**config.mk**
```make
export PLATFORM = sky130hd
export DESIGN_NAME = sleeper_table_time_advance
export DESIGN_NICKNAME = d
export VERILOG_FILES = /design/src/hw/rtl/stta_pkg.sv /design/src/hw/rtl/stta_arith.sv /design/src/hw/rtl/stta_slots.sv /design/src/hw/rtl/sleeper_table_time_advance.sv
export SDC_FILE = /design/constraint.sdc
export NUM_CORES = 2
export LEC_CHECK = 0
export ABC_AREA = 1
export ABC_CLOCK_PERIOD_IN_PS = 10400
export BUFFER_PORTS_ARGS = -buffer_cell sky130_fd_sc_hd__buf_2
export CAP_MARGIN = 30
export CORE_MARGIN = 2
export CORE_UTILIZATION = 58
export CTS_CLUSTER_SIZE = 24
export DETAILED_ROUTE_END_ITERATION = 7
export MAX_ROUTING_LAYER = met4
export PLACE_DENSITY = 0.77
export SYNTH_ARGS = -nofsm -noshare
export SYNTH_HDL_FRONTEND = slang
export SYNTH_SLANG_ARGS = --single-unit
```
**constraint.sdc**
```tcl
create_clock -name clk -period 10.4 [get_ports clk]
set_clock_uncertainty 0.2 [all_clocks]
set_input_delay 0.52 -clock clk [delete_from_list [all_inputs] [get_ports clk]]
set_output_delay 0.52 -clock clk [all_outputs]
set_load 0.02 [all_outputs]
```
**src/hw/rtl/stta_pkg.sv**
```systemverilog
// Shared types and constants for the sleeper table time advance block.
`timescale 1ns / 1ps
package stta_pkg;

  // Item modes
  localparam logic [2:0] MODE_ATTACH  = 3'd0;
  localparam logic [2:0] MODE_DETACH  = 3'd1;
  localparam logic [2:0] MODE_SLEEP   = 3'd2;
  localparam logic [2:0] MODE_ADVANCE = 3'd3;
  localparam logic [2:0] MODE_HARVEST = 3'd4;

  // Result status codes
  localparam logic [1:0] ST_OK        = 2'd0;
  localparam logic [1:0] ST_FULL      = 2'd1;
  localparam logic [1:0] ST_NOT_FOUND = 2'd2;
  localparam logic [1:0] ST_AWAKE     = 2'd3;

  // Field widths
  localparam int TAG_IN_W  = 16;
  localparam int SLOT_W    = 4;
  localparam int MASK_W    = 16;
  localparam int TIME_W    = 32;
  localparam int POWER_W   = 24;
  localparam int PROD_W    = 56;

  localparam logic [31:0] TIME_MAX     = 32'hFFFF_FFFF;
  localparam logic [31:0] CAP_RESET    = 32'd10_000_000;
  localparam logic [31:0] BATT_RESET   = 32'd5_000_000;

  // Divide by 100, one byte of the dividend per step: q = (v * 5243) >> 19
  // is exact for v < 25600.
  localparam int unsigned DIV_BASE    = 100;
  localparam int unsigned RECIP_100   = 5243;
  localparam int          RECIP_SHIFT = 19;
  localparam int          DIV_STEPS   = 7;

  // Shared arithmetic unit
  typedef logic [1:0] arith_op_t;
  localparam arith_op_t ARITH_ADD    = 2'd0;
  localparam arith_op_t ARITH_MAC_LO = 2'd1;
  localparam arith_op_t ARITH_MAC_HI = 2'd2;
  localparam arith_op_t ARITH_DIGIT  = 2'd3;

  typedef struct packed {
    arith_op_t           op;
    logic [PROD_W-1:0]   a;
    logic [31:0]         b;
    logic [POWER_W-1:0]  c;
  } arith_req_t;

  // Slot store commands
  typedef logic [2:0] slot_op_t;
  localparam slot_op_t SLOT_NONE   = 3'd0;
  localparam slot_op_t SLOT_ATTACH = 3'd1;
  localparam slot_op_t SLOT_DETACH = 3'd2;
  localparam slot_op_t SLOT_SLEEP  = 3'd3;
  localparam slot_op_t SLOT_WAKE   = 3'd4;

  typedef struct packed {
    slot_op_t          op;
    logic [TIME_W-1:0] wake;
  } slot_cmd_t;

endpackage

```
**src/hw/rtl/stta_arith.sv**
```systemverilog
// Shared arithmetic unit: add, multiply-accumulate halves, divide-by-100 digit step.
`timescale 1ns / 1ps
module stta_arith import stta_pkg::*; (
  input  arith_req_t          req,
  output logic [PROD_W-1:0]   y
);

  logic [15:0] mul_in;
  logic [39:0] prod;
  logic [14:0] dig_v;
  logic [27:0] dig_p;
  logic [7:0]  dig_q;
  logic [14:0] dig_r;

  always_comb begin
    mul_in = (req.op == ARITH_MAC_HI) ? req.b[31:16] : req.b[15:0];
    prod   = 40'(req.c) * 40'(mul_in);
    // remainder so far (below 100) followed by the next dividend byte
    dig_v  = {req.a[6:0], req.b[7:0]};
    dig_p  = 28'(dig_v) * 28'(RECIP_100);
    dig_q  = dig_p[RECIP_SHIFT +: 8];
    dig_r  = dig_v - 15'(dig_q) * 15'(DIV_BASE);
    unique case (req.op)
      ARITH_ADD:    y = PROD_W'({1'b0, req.a[31:0]} + {1'b0, req.b});
      ARITH_MAC_LO: y = req.a + PROD_W'(prod);
      ARITH_MAC_HI: y = req.a + {prod, 16'b0};
      ARITH_DIGIT:  y = {{(PROD_W-15){1'b0}}, dig_r[6:0], dig_q};
    endcase
  end

endmodule

```
**src/hw/rtl/stta_slots.sv**
```systemverilog
// Slot table: valid and asleep flags in flops, tags and wake times in memories.
`timescale 1ns / 1ps
module stta_slots import stta_pkg::*; #(
  parameter int SLOTS = 16,
  parameter int TW    = 16
) (
  input  logic                     clk,
  input  logic                     rst,
  input  logic                     rd_en,
  input  logic [$clog2(SLOTS)-1:0] rd_addr,
  output logic [TW-1:0]            rd_tag,
  output logic [TIME_W-1:0]        rd_wake,
  input  slot_cmd_t                cmd,
  input  logic [$clog2(SLOTS)-1:0] wr_addr,
  input  logic [TW-1:0]            wr_tag,
  output logic [SLOTS-1:0]         valid,
  output logic [SLOTS-1:0]         asleep
);

  logic [TW-1:0]     tag_mem  [SLOTS];
  logic [TIME_W-1:0] wake_mem [SLOTS];

  always_ff @(posedge clk) begin
    if (rst) begin
      valid  <= '0;
      asleep <= '0;
    end else begin
      unique case (cmd.op)
        SLOT_NONE: ;
        SLOT_ATTACH: begin
          valid[wr_addr]  <= 1'b1;
          asleep[wr_addr] <= 1'b0;
        end
        SLOT_DETACH: valid[wr_addr]  <= 1'b0;
        SLOT_SLEEP:  asleep[wr_addr] <= 1'b1;
        SLOT_WAKE:   asleep[wr_addr] <= 1'b0;
        default: ;
      endcase
    end
  end

  always_ff @(posedge clk) begin
    if (cmd.op == SLOT_ATTACH) begin
      tag_mem[wr_addr]  <= wr_tag;
      wake_mem[wr_addr] <= '0;
    end else if (cmd.op == SLOT_SLEEP) begin
      wake_mem[wr_addr] <= cmd.wake;
    end
    if (rd_en) begin
      rd_tag  <= tag_mem[rd_addr];
      rd_wake <= wake_mem[rd_addr];
    end
  end

endmodule

```
**src/hw/rtl/sleeper_table_time_advance.sv**
```systemverilog
// Top level: task slot table with event clock and battery, run by a small sequencer.
//
//   channel  direction  handshake             payload
//   in       in         in_valid / in_stall   mode task_tag delay_hundredths harvest_uj
//                                             power_draw_uw
//   out      out        out_valid / out_stall status slot_index woken_mask time_now
//                                             battery_level
//   cfg      in         cfg_valid / cfg_ready cfg_data (battery capacity)
//
// One item at a time; scans read one slot per cycle. Between accept and result beat,
// attach, detach and sleep scan the table; advance runs two scans, two multiply halves
// and seven divide-by-100 digit steps, or stops after the first scan if a slot is awake;
// harvest is one add; modes 5..7 go straight to the result; then the block returns to idle.
// Synchronous reset clears all slots, the clock and restores battery and capacity.
// A result held by out_stall keeps the next item from finishing, not from entering.
`timescale 1ns / 1ps
module sleeper_table_time_advance import stta_pkg::*; #(
  parameter int SLOTS    = 16,
  parameter int TAG_BITS = 16
) (
  input  logic                clk,
  input  logic                rst,
  input  logic                in_valid,
  output logic                in_stall,
  input  logic [2:0]          mode,
  input  logic [TAG_IN_W-1:0] task_tag,
  input  logic [31:0]         delay_hundredths,
  input  logic [31:0]         harvest_uj,
  input  logic [POWER_W-1:0]  power_draw_uw,
  output logic                out_valid,
  input  logic                out_stall,
  output logic [1:0]          status,
  output logic [SLOT_W-1:0]   slot_index,
  output logic [MASK_W-1:0]   woken_mask,
  output logic [TIME_W-1:0]   time_now,
  output logic [31:0]         battery_level,
  input  logic                cfg_valid,
  output logic                cfg_ready,
  input  logic [31:0]         cfg_data
);

  localparam int AW = $clog2(SLOTS);
  localparam int CW = $clog2(SLOTS + 1);
  localparam int TW = (TAG_BITS < TAG_IN_W) ? TAG_BITS : TAG_IN_W;
  localparam logic [AW-1:0] LAST_SLOT = AW'(SLOTS - 1);

  localparam logic [3:0] S_IDLE     = 4'd0;
  localparam logic [3:0] S_ATT      = 4'd1;
  localparam logic [3:0] S_DET      = 4'd2;
  localparam logic [3:0] S_SLP      = 4'd3;
  localparam logic [3:0] S_ADV_SCAN = 4'd4;
  localparam logic [3:0] S_ADV_WAKE = 4'd5;
  localparam logic [3:0] S_MUL_LO   = 4'd6;
  localparam logic [3:0] S_MUL_HI   = 4'd7;
  localparam logic [3:0] S_DIV      = 4'd8;
  localparam logic [3:0] S_CHARGE   = 4'd9;
  localparam logic [3:0] S_HARV     = 4'd10;
  localparam logic [3:0] S_DONE     = 4'd11;

  logic [3:0]          state;
  logic [CW-1:0]       idx;
  logic                dv;
  logic [AW-1:0]       didx;
  logic [TW-1:0]       tag_r;
  logic [31:0]         delay_r;
  logic [31:0]         gain_r;
  logic [POWER_W-1:0]  power_r;
  logic [1:0]          status_r;
  logic [SLOT_W-1:0]   slot_r;
  logic [SLOTS-1:0]    woken_r;
  logic [TIME_W-1:0]   target;
  logic                awake;
  logic [TIME_W-1:0]   delta;
  logic [PROD_W-1:0]   acc;
  logic [PROD_W-1:0]   quot;
  logic [6:0]          rem;
  logic [2:0]          dcnt;
  logic [TIME_W-1:0]   clock_now;
  logic [31:0]         battery;
  logic [31:0]         capacity;

  logic                scan;
  logic                issue;
  logic                proc;
  logic                last;
  logic                tag_hit;
  logic [AW-1:0]       ia;
  logic [TW-1:0]       rd_tag;
  logic [TIME_W-1:0]   rd_wake;
  logic [SLOTS-1:0]    valid;
  logic [SLOTS-1:0]    asleep;
  slot_cmd_t           cmd;
  logic [AW-1:0]       wr_addr;
  arith_req_t          req;
  logic [PROD_W-1:0]   y;

  stta_slots #(.SLOTS(SLOTS), .TW(TW)) u_slots (
    .clk     (clk),
    .rst     (rst),
    .rd_en   (issue),
    .rd_addr (ia),
    .rd_tag  (rd_tag),
    .rd_wake (rd_wake),
    .cmd     (cmd),
    .wr_addr (wr_addr),
    .wr_tag  (tag_r),
    .valid   (valid),
    .asleep  (asleep)
  );

  stta_arith u_arith (
    .req (req),
    .y   (y)
  );

  assign in_stall  = (state != S_IDLE);
  assign cfg_ready = 1'b1;

  always_comb begin
    ia      = idx[AW-1:0];
    scan    = (state == S_DET) || (state == S_SLP) ||
              (state == S_ADV_SCAN) || (state == S_ADV_WAKE);
    issue   = scan && (idx < CW'(SLOTS));
    proc    = scan && dv;
    last    = proc && (didx == LAST_SLOT);
    tag_hit = valid[didx] && (rd_tag == tag_r);
  end

  // slot store commands
  always_comb begin
    cmd.op   = SLOT_NONE;
    cmd.wake = y[TIME_W-1:0];
    wr_addr  = didx;
    unique case (state)
      S_ATT: begin
        wr_addr = ia;
        if (!valid[ia]) cmd.op = SLOT_ATTACH;
      end
      S_DET:      if (proc && tag_hit) cmd.op = SLOT_DETACH;
      S_SLP:      if (proc && tag_hit) cmd.op = SLOT_SLEEP;
      S_ADV_WAKE: if (proc && valid[didx] && rd_wake == target) cmd.op = SLOT_WAKE;
      default: ;
    endcase
  end

  // shared arithmetic unit operands
  always_comb begin
    req.op = ARITH_ADD;
    req.a  = PROD_W'(clock_now);
    req.b  = delay_r;
    req.c  = power_r;
    unique case (state)
      S_HARV: begin
        req.a = PROD_W'(battery);
        req.b = gain_r;
      end
      S_MUL_LO: begin
        req.op = ARITH_MAC_LO;
        req.a  = '0;
        req.b  = delta;
      end
      S_MUL_HI: begin
        req.op = ARITH_MAC_HI;
        req.a  = acc;
        req.b  = delta;
      end
      S_DIV: begin
        req.op = ARITH_DIGIT;
        req.a  = PROD_W'(rem);
        req.b  = 32'(acc[PROD_W-1 -: 8]);
      end
      default: ;
    endcase
  end

  always_ff @(posedge clk) begin
    if (rst) begin
      state     <= S_IDLE;
      dv        <= 1'b0;
      idx       <= '0;
      out_valid <= 1'b0;
      clock_now <= '0;
      battery   <= BATT_RESET;
      capacity  <= CAP_RESET;
    end else begin
      if (cfg_valid && cfg_ready) capacity <= cfg_data;

      if (scan) begin
        if (issue) begin
          idx  <= idx + 1'b1;
          didx <= ia;
        end
        dv <= issue;
      end

      if (state == S_DONE && (!out_valid || !out_stall)) out_valid <= 1'b1;
      else if (!out_stall) out_valid <= 1'b0;

      unique case (state)
        S_IDLE: begin
          if (in_valid) begin
            tag_r    <= task_tag[TW-1:0];
            delay_r  <= delay_hundredths;
            gain_r   <= harvest_uj;
            power_r  <= power_draw_uw;
            status_r <= ST_OK;
            slot_r   <= '0;
            woken_r  <= '0;
            target   <= TIME_MAX;
            awake    <= 1'b0;
            idx      <= '0;
            dv       <= 1'b0;
            unique case (mode)
              MODE_ATTACH:  state <= S_ATT;
              MODE_DETACH:  state <= S_DET;
              MODE_SLEEP:   state <= S_SLP;
              MODE_ADVANCE: state <= S_ADV_SCAN;
              MODE_HARVEST: state <= S_HARV;
              default:      state <= S_DONE;
            endcase
          end
        end
        S_ATT: begin
          if (!valid[ia]) begin
            slot_r <= SLOT_W'(ia);
            state  <= S_DONE;
          end else if (ia == LAST_SLOT) begin
            status_r <= ST_FULL;
            state    <= S_DONE;
          end else begin
            idx <= idx + 1'b1;
          end
        end
        S_DET: begin
          if (last) state <= S_DONE;
        end
        S_SLP: begin
          if (proc && tag_hit) begin
            slot_r <= SLOT_W'(didx);
            state  <= S_DONE;
          end else if (last) begin
            status_r <= ST_NOT_FOUND;
            state    <= S_DONE;
          end
        end
        S_ADV_SCAN: begin
          if (proc) begin
            if (valid[didx] && !asleep[didx]) awake <= 1'b1;
            if (valid[didx] && rd_wake >= clock_now && rd_wake < target) target <= rd_wake;
          end
          // dv already drops here, the scan has issued its last read
          if (last) begin
            idx <= '0;
            if (awake || (valid[didx] && !asleep[didx])) begin
              status_r <= ST_AWAKE;
              state    <= S_DONE;
            end else begin
              state <= S_ADV_WAKE;
            end
          end
        end
        S_ADV_WAKE: begin
          if (proc && valid[didx] && rd_wake == target) woken_r[didx] <= 1'b1;
          if (last) begin
            delta <= target - clock_now;
            state <= S_MUL_LO;
          end
        end
        S_MUL_LO: begin
          acc   <= y;
          state <= S_MUL_HI;
        end
        S_MUL_HI: begin
          acc   <= y;
          rem   <= '0;
          dcnt  <= '0;
          state <= S_DIV;
        end
        S_DIV: begin
          // long division by 100, most significant byte first
          acc  <= acc << 8;
          quot <= {quot[PROD_W-9:0], y[7:0]};
          rem  <= y[14:8];
          if (dcnt == 3'(DIV_STEPS - 1)) state <= S_CHARGE;
          else dcnt <= dcnt + 1'b1;
        end
        S_CHARGE: begin
          if (quot[PROD_W-1:32] == '0 && quot[31:0] <= battery) battery <= battery - quot[31:0];
          else battery <= '0;
          clock_now <= (target == TIME_MAX) ? '0 : target;
          state     <= S_DONE;
        end
        S_HARV: begin
          if (y[32:0] > {1'b0, capacity}) battery <= capacity;
          else battery <= y[31:0];
          state <= S_DONE;
        end
        S_DONE: begin
          if (!out_valid || !out_stall) state <= S_IDLE;
        end
        default: state <= S_IDLE;
      endcase
    end
  end

  // result beat register
  always_ff @(posedge clk) begin
    if (state == S_DONE && (!out_valid || !out_stall)) begin
      status        <= status_r;
      slot_index    <= slot_r;
      woken_mask    <= MASK_W'(woken_r);
      time_now      <= clock_now;
      battery_level <= battery;
    end
  end

endmodule

```
==> metrics.csv <==
metric,value,unit
outcome,completed,
global placer's final weighted congestion,1.10,
Crit Path Max Fanout,15,
input/output buffers,231,
worst r2r path cells,56,
Final HPWL DP,211000,um
Setup TNS,0,ps
mux share of post-synthesis cell area,0,%
Crit path max-delay family,adder cells,
Vias,70100,
Post-Synth Simple-Gate Area,14.9,%
Slew Limit Fails,0,
clk buf depth,3,
core area,140000,um^2
layout cells sized above 1,17.5,%
Final ANT Viol Nets,0,
cell count of the worst hold path,2,
first drt pass iteration count,7,
RSZ-0062 raised after global routing,yes,
met3 global-route usage,9.46,%
data required time of the worst path,10870,ps
CTS tree,done,
fin cells,11400,
Setup crit end kind,flop,
vias per cell,6.13,
FF-to-FF End,battery[12]$_SDFFE_PP0P_,
DRC Markers,0,
Worst-Skew Late Latency,820,ps
Clock Root Buffer,clkbuf_16,
Post-Route WL,295000,um
Die Wd,380,um
CP Buf/Inv Count,16,
final setup fails,0,
row cnt,137,
All-Layer GR Usage,41.1,%
Initial Util,58.5,%
placed cell count,10900,
vias in the first global route,67800,
WS Path Type,flop to flop,
max_cap viols,0,
initial antenna violation count,15,
"EDFF count, synth",1219,
Worst-path clk slew,60,ps
post-synthesis adder-cell area fraction,16.7,%
gr ovfl total,0,
worst hold start,rst,
"Period Utilization, post-route",99.9,%
cts bufs inserted,141,
compound-cell area share of the yosys netlist,12.1,%
Synth Area in XOR/XNOR,1.29,%
Yosys warning count,0,
GR peak layer,met2,
Final #Nets,10400,
layout overhead on the synthesized area,20.2,%
Iteration-0 DRC Markers,9270,
Die Y,380,um
maximum clock rate,0.0962,GHz
syn avg cell area,9.65,um^2
Setup crit start kind,flop,
WP data arrival,10860,ps
critical path's slowest cell,fa_1,
Yosys cell types,59,
Min-Delay Path Class,primary input to flop,
CTS sink cnt,1358,
syn_nets,9498,
worst reg2reg startpoint,state[2]$_SDFFE_PP0P_,
global routing usage on met2,61.2,%
die area,144000,um^2
number of synthesized register bits,1358,
CP max stage delay,620,ps
DR WL/cell,25.8,um
final hold vios,0,
met1 usage,53.6,%
Period minus WS final,10390,ps
post-synthesis instance area,81900,um^2
flop-to-flop setup slack,6,ps
pin slew with the least headroom to its limit,1110,ps
Synth Instances,8486,
CTS HTree Levels,4,
largest family of logic cells by synthesized area,adder cells,
first-pass GRT wire length,427000,um
"Async S/R FF share, synth",0,%
pin count of the biggest net entering global routing,160,
sequential area share after synthesis,48.1,%
ys flop type,edfxtp_1,
io pins,233,
Max transition margin,25.8,%
[worst max path at each step]
stage                           from                       end  cells after the start
3_5_place_dp   state[1]$_SDFFE_PP0P_   battery[3]$_SDFFE_PP0P_                     53
6_report       state[2]$_SDFFE_PP0P_  battery[12]$_SDFFE_PP0P_                     56
4_1_cts        state[3]$_SDFFE_PP0P_  battery[12]$_SDFFE_PP0P_                     59
2_1_floorplan  state[1]$_SDFFE_PP0P_  battery[18]$_SDFFE_PP1P_                     60
3_3_place_gp   state[2]$_SDFFE_PP0P_  battery[11]$_SDFFE_PP1P_                     58
5_1_grt        state[2]$_SDFFE_PP0P_  battery[18]$_SDFFE_PP1P_                     67
[layout by cell type, fill, tap and decap left out, types with 26 or more instances in the layout]
master	Yosys	final
nand2_1	1534	1449
edfxtp_1	1219	1219
inv_1	1143	1103
nor2_1	793	732
buf_4	1	672
a21oi_1	643	590
o21ai_0	595	566
ha_1	488	452
fa_1	380	369
nand3_1	309	294
buf_2	44	233
dlygate4sd3_1	0	151
clkbuf_16	0	148
dfxtp_1	139	131
nand4_1	100	100
nand2_2	3	69
o221ai_1	69	68
a221oi_1	68	66
or2_2	68	66
o22ai_1	63	63
xnor2_1	58	56
xor2_1	63	54
inv_2	21	52
a211oi_1	49	47
a21oi_2	0	46
nor2_4	11	41
o211ai_1	41	41
nor3_1	51	38
clkinv_1	8	37
nor2_2	3	34
ha_4	0	34
a21o_1	33	33
a31oi_1	35	31
buf_6	1	29
o21bai_1	30	26
nor4_1	28	26
clkinv_2	0	26
[synth_stat cells, drive strengths merged (2+ instances only)]
cell     count  area (um^2)
a22oi       10         75.1
clkbuf     249          935
o21ai      602         3030
fa         380         7610
o21a        13         97.6
edfxtp    1219        36600
o21bai      30          225
nand4      100          626
nor4        28          175
inv       1165         4380
a2111oi      2         17.5
clkinv       8         30.0
a221oi      68          596
nand2     1539         5800
a21o        33          248
nand3      309         1550
a211oi      49          368
o221ai      69          604
and3         3         18.8
o2111ai      8         70.1
nor3        56          305
o31ai        3         22.5
nor3b        3         22.5
dfxtp      139         2780
buf         74          344
o211ai      41          308
a311oi       3         26.3
nor2       808         3140
xnor2       58          508
xor2        63          552
a41oi        2         17.5
a22o        21          184
o22ai       63          394
nand3b      11         82.6
a21boi      16          120
a31oi       35          219
a21oi      643         3220
or2         68          425
ha         488         6110
[kinds of logic (layout without fill, tap and decap cells)]
kind of cell	count (synthesis)	count (layout)
AO/OA/AOI/OAI	1714	1714
XOR/XNOR	121	121
adder cells (fa/ha/maj)	868	868
buffers and inverters	1496	2553
flip-flops	1358	1358
other	1	12
AND/OR/NAND/NOR	2928	2928
[worst reg2reg max path: cells and delay by family (launching register included)]
kind / cells / cell delay (ps)
simple gates: 22 / 2740
flops: 1 / 370
compound gates: 8 / 1050
buf+inv: 16 / 1800
fa+ha+maj: 9 / 3940
xor+xnor: 1 / 160
[routing by layer]
| layer | part of all wire, % | up-vias |
|---|---|---|
| li1 | - | 30800 |
| met1 | 38 | 33800 |
| met2 | 45 | 4452 |
| met3 | 12 | 962 |
| met4 | 5.6 | 0 |
| met5 | 0 | - |
[area by class of cell]
type,instances,area (um^2)
fill,10300,41400
sequential,1358,39400
multi-input combinational,5632,38700
timing repair buffer,1116,8690
inverter,1173,4450
clock buffer,170,3760
tap,1876,2350
clock inverter,93,1050
antenna,11,27.5
timing repair inverter,1,5.00
[timing repair]
action | CTS | global route
setup endpoints to repair | 64 | 66
gates resized for setup | 150 | 350
endpoints found under the hold margin | 137 | 0
buffers inserted | 28 | 41
pin swaps | 52 | 139
cloned | 1 | 4
hold buffers | 151 | 0
[state kept, by name, indices dropped and copies added, names as in the netlist, 5 cells and up, named ones only]
signal	flops
delay_r	32
u_slots.wake_mem	512
gain_r	32
capacity	32
rem	7
u_slots.rd_tag	16
power_r	24
tag_r	16
idx	5
battery	32
delta	32
woken_mask	16
clock_now	32
battery_level	32
target	32
u_slots.tag_mem	256
woken_r	16
time_now	32
quot	56
u_slots.rd_wake	32
acc	56
[metrics by stage]
stage	setup slack [ps]	area (um^2)	utilization [%]	hold WS (ps)
6_report	5.84	98500	70.4	48.2
5_1_grt	-320	98500	70.4	54.2
4_1_cts	1.44	96700	69.1	15.2
3_5_place_dp	-982	89500	64.0	205
3_3_place_gp	-982	89300	63.9	204
2_1_floorplan	44.0	81900	-	200
Power is left out: the tool's default activity adds up to more than one toggle a clock period on the data nets, which glitch-free logic cannot reach.
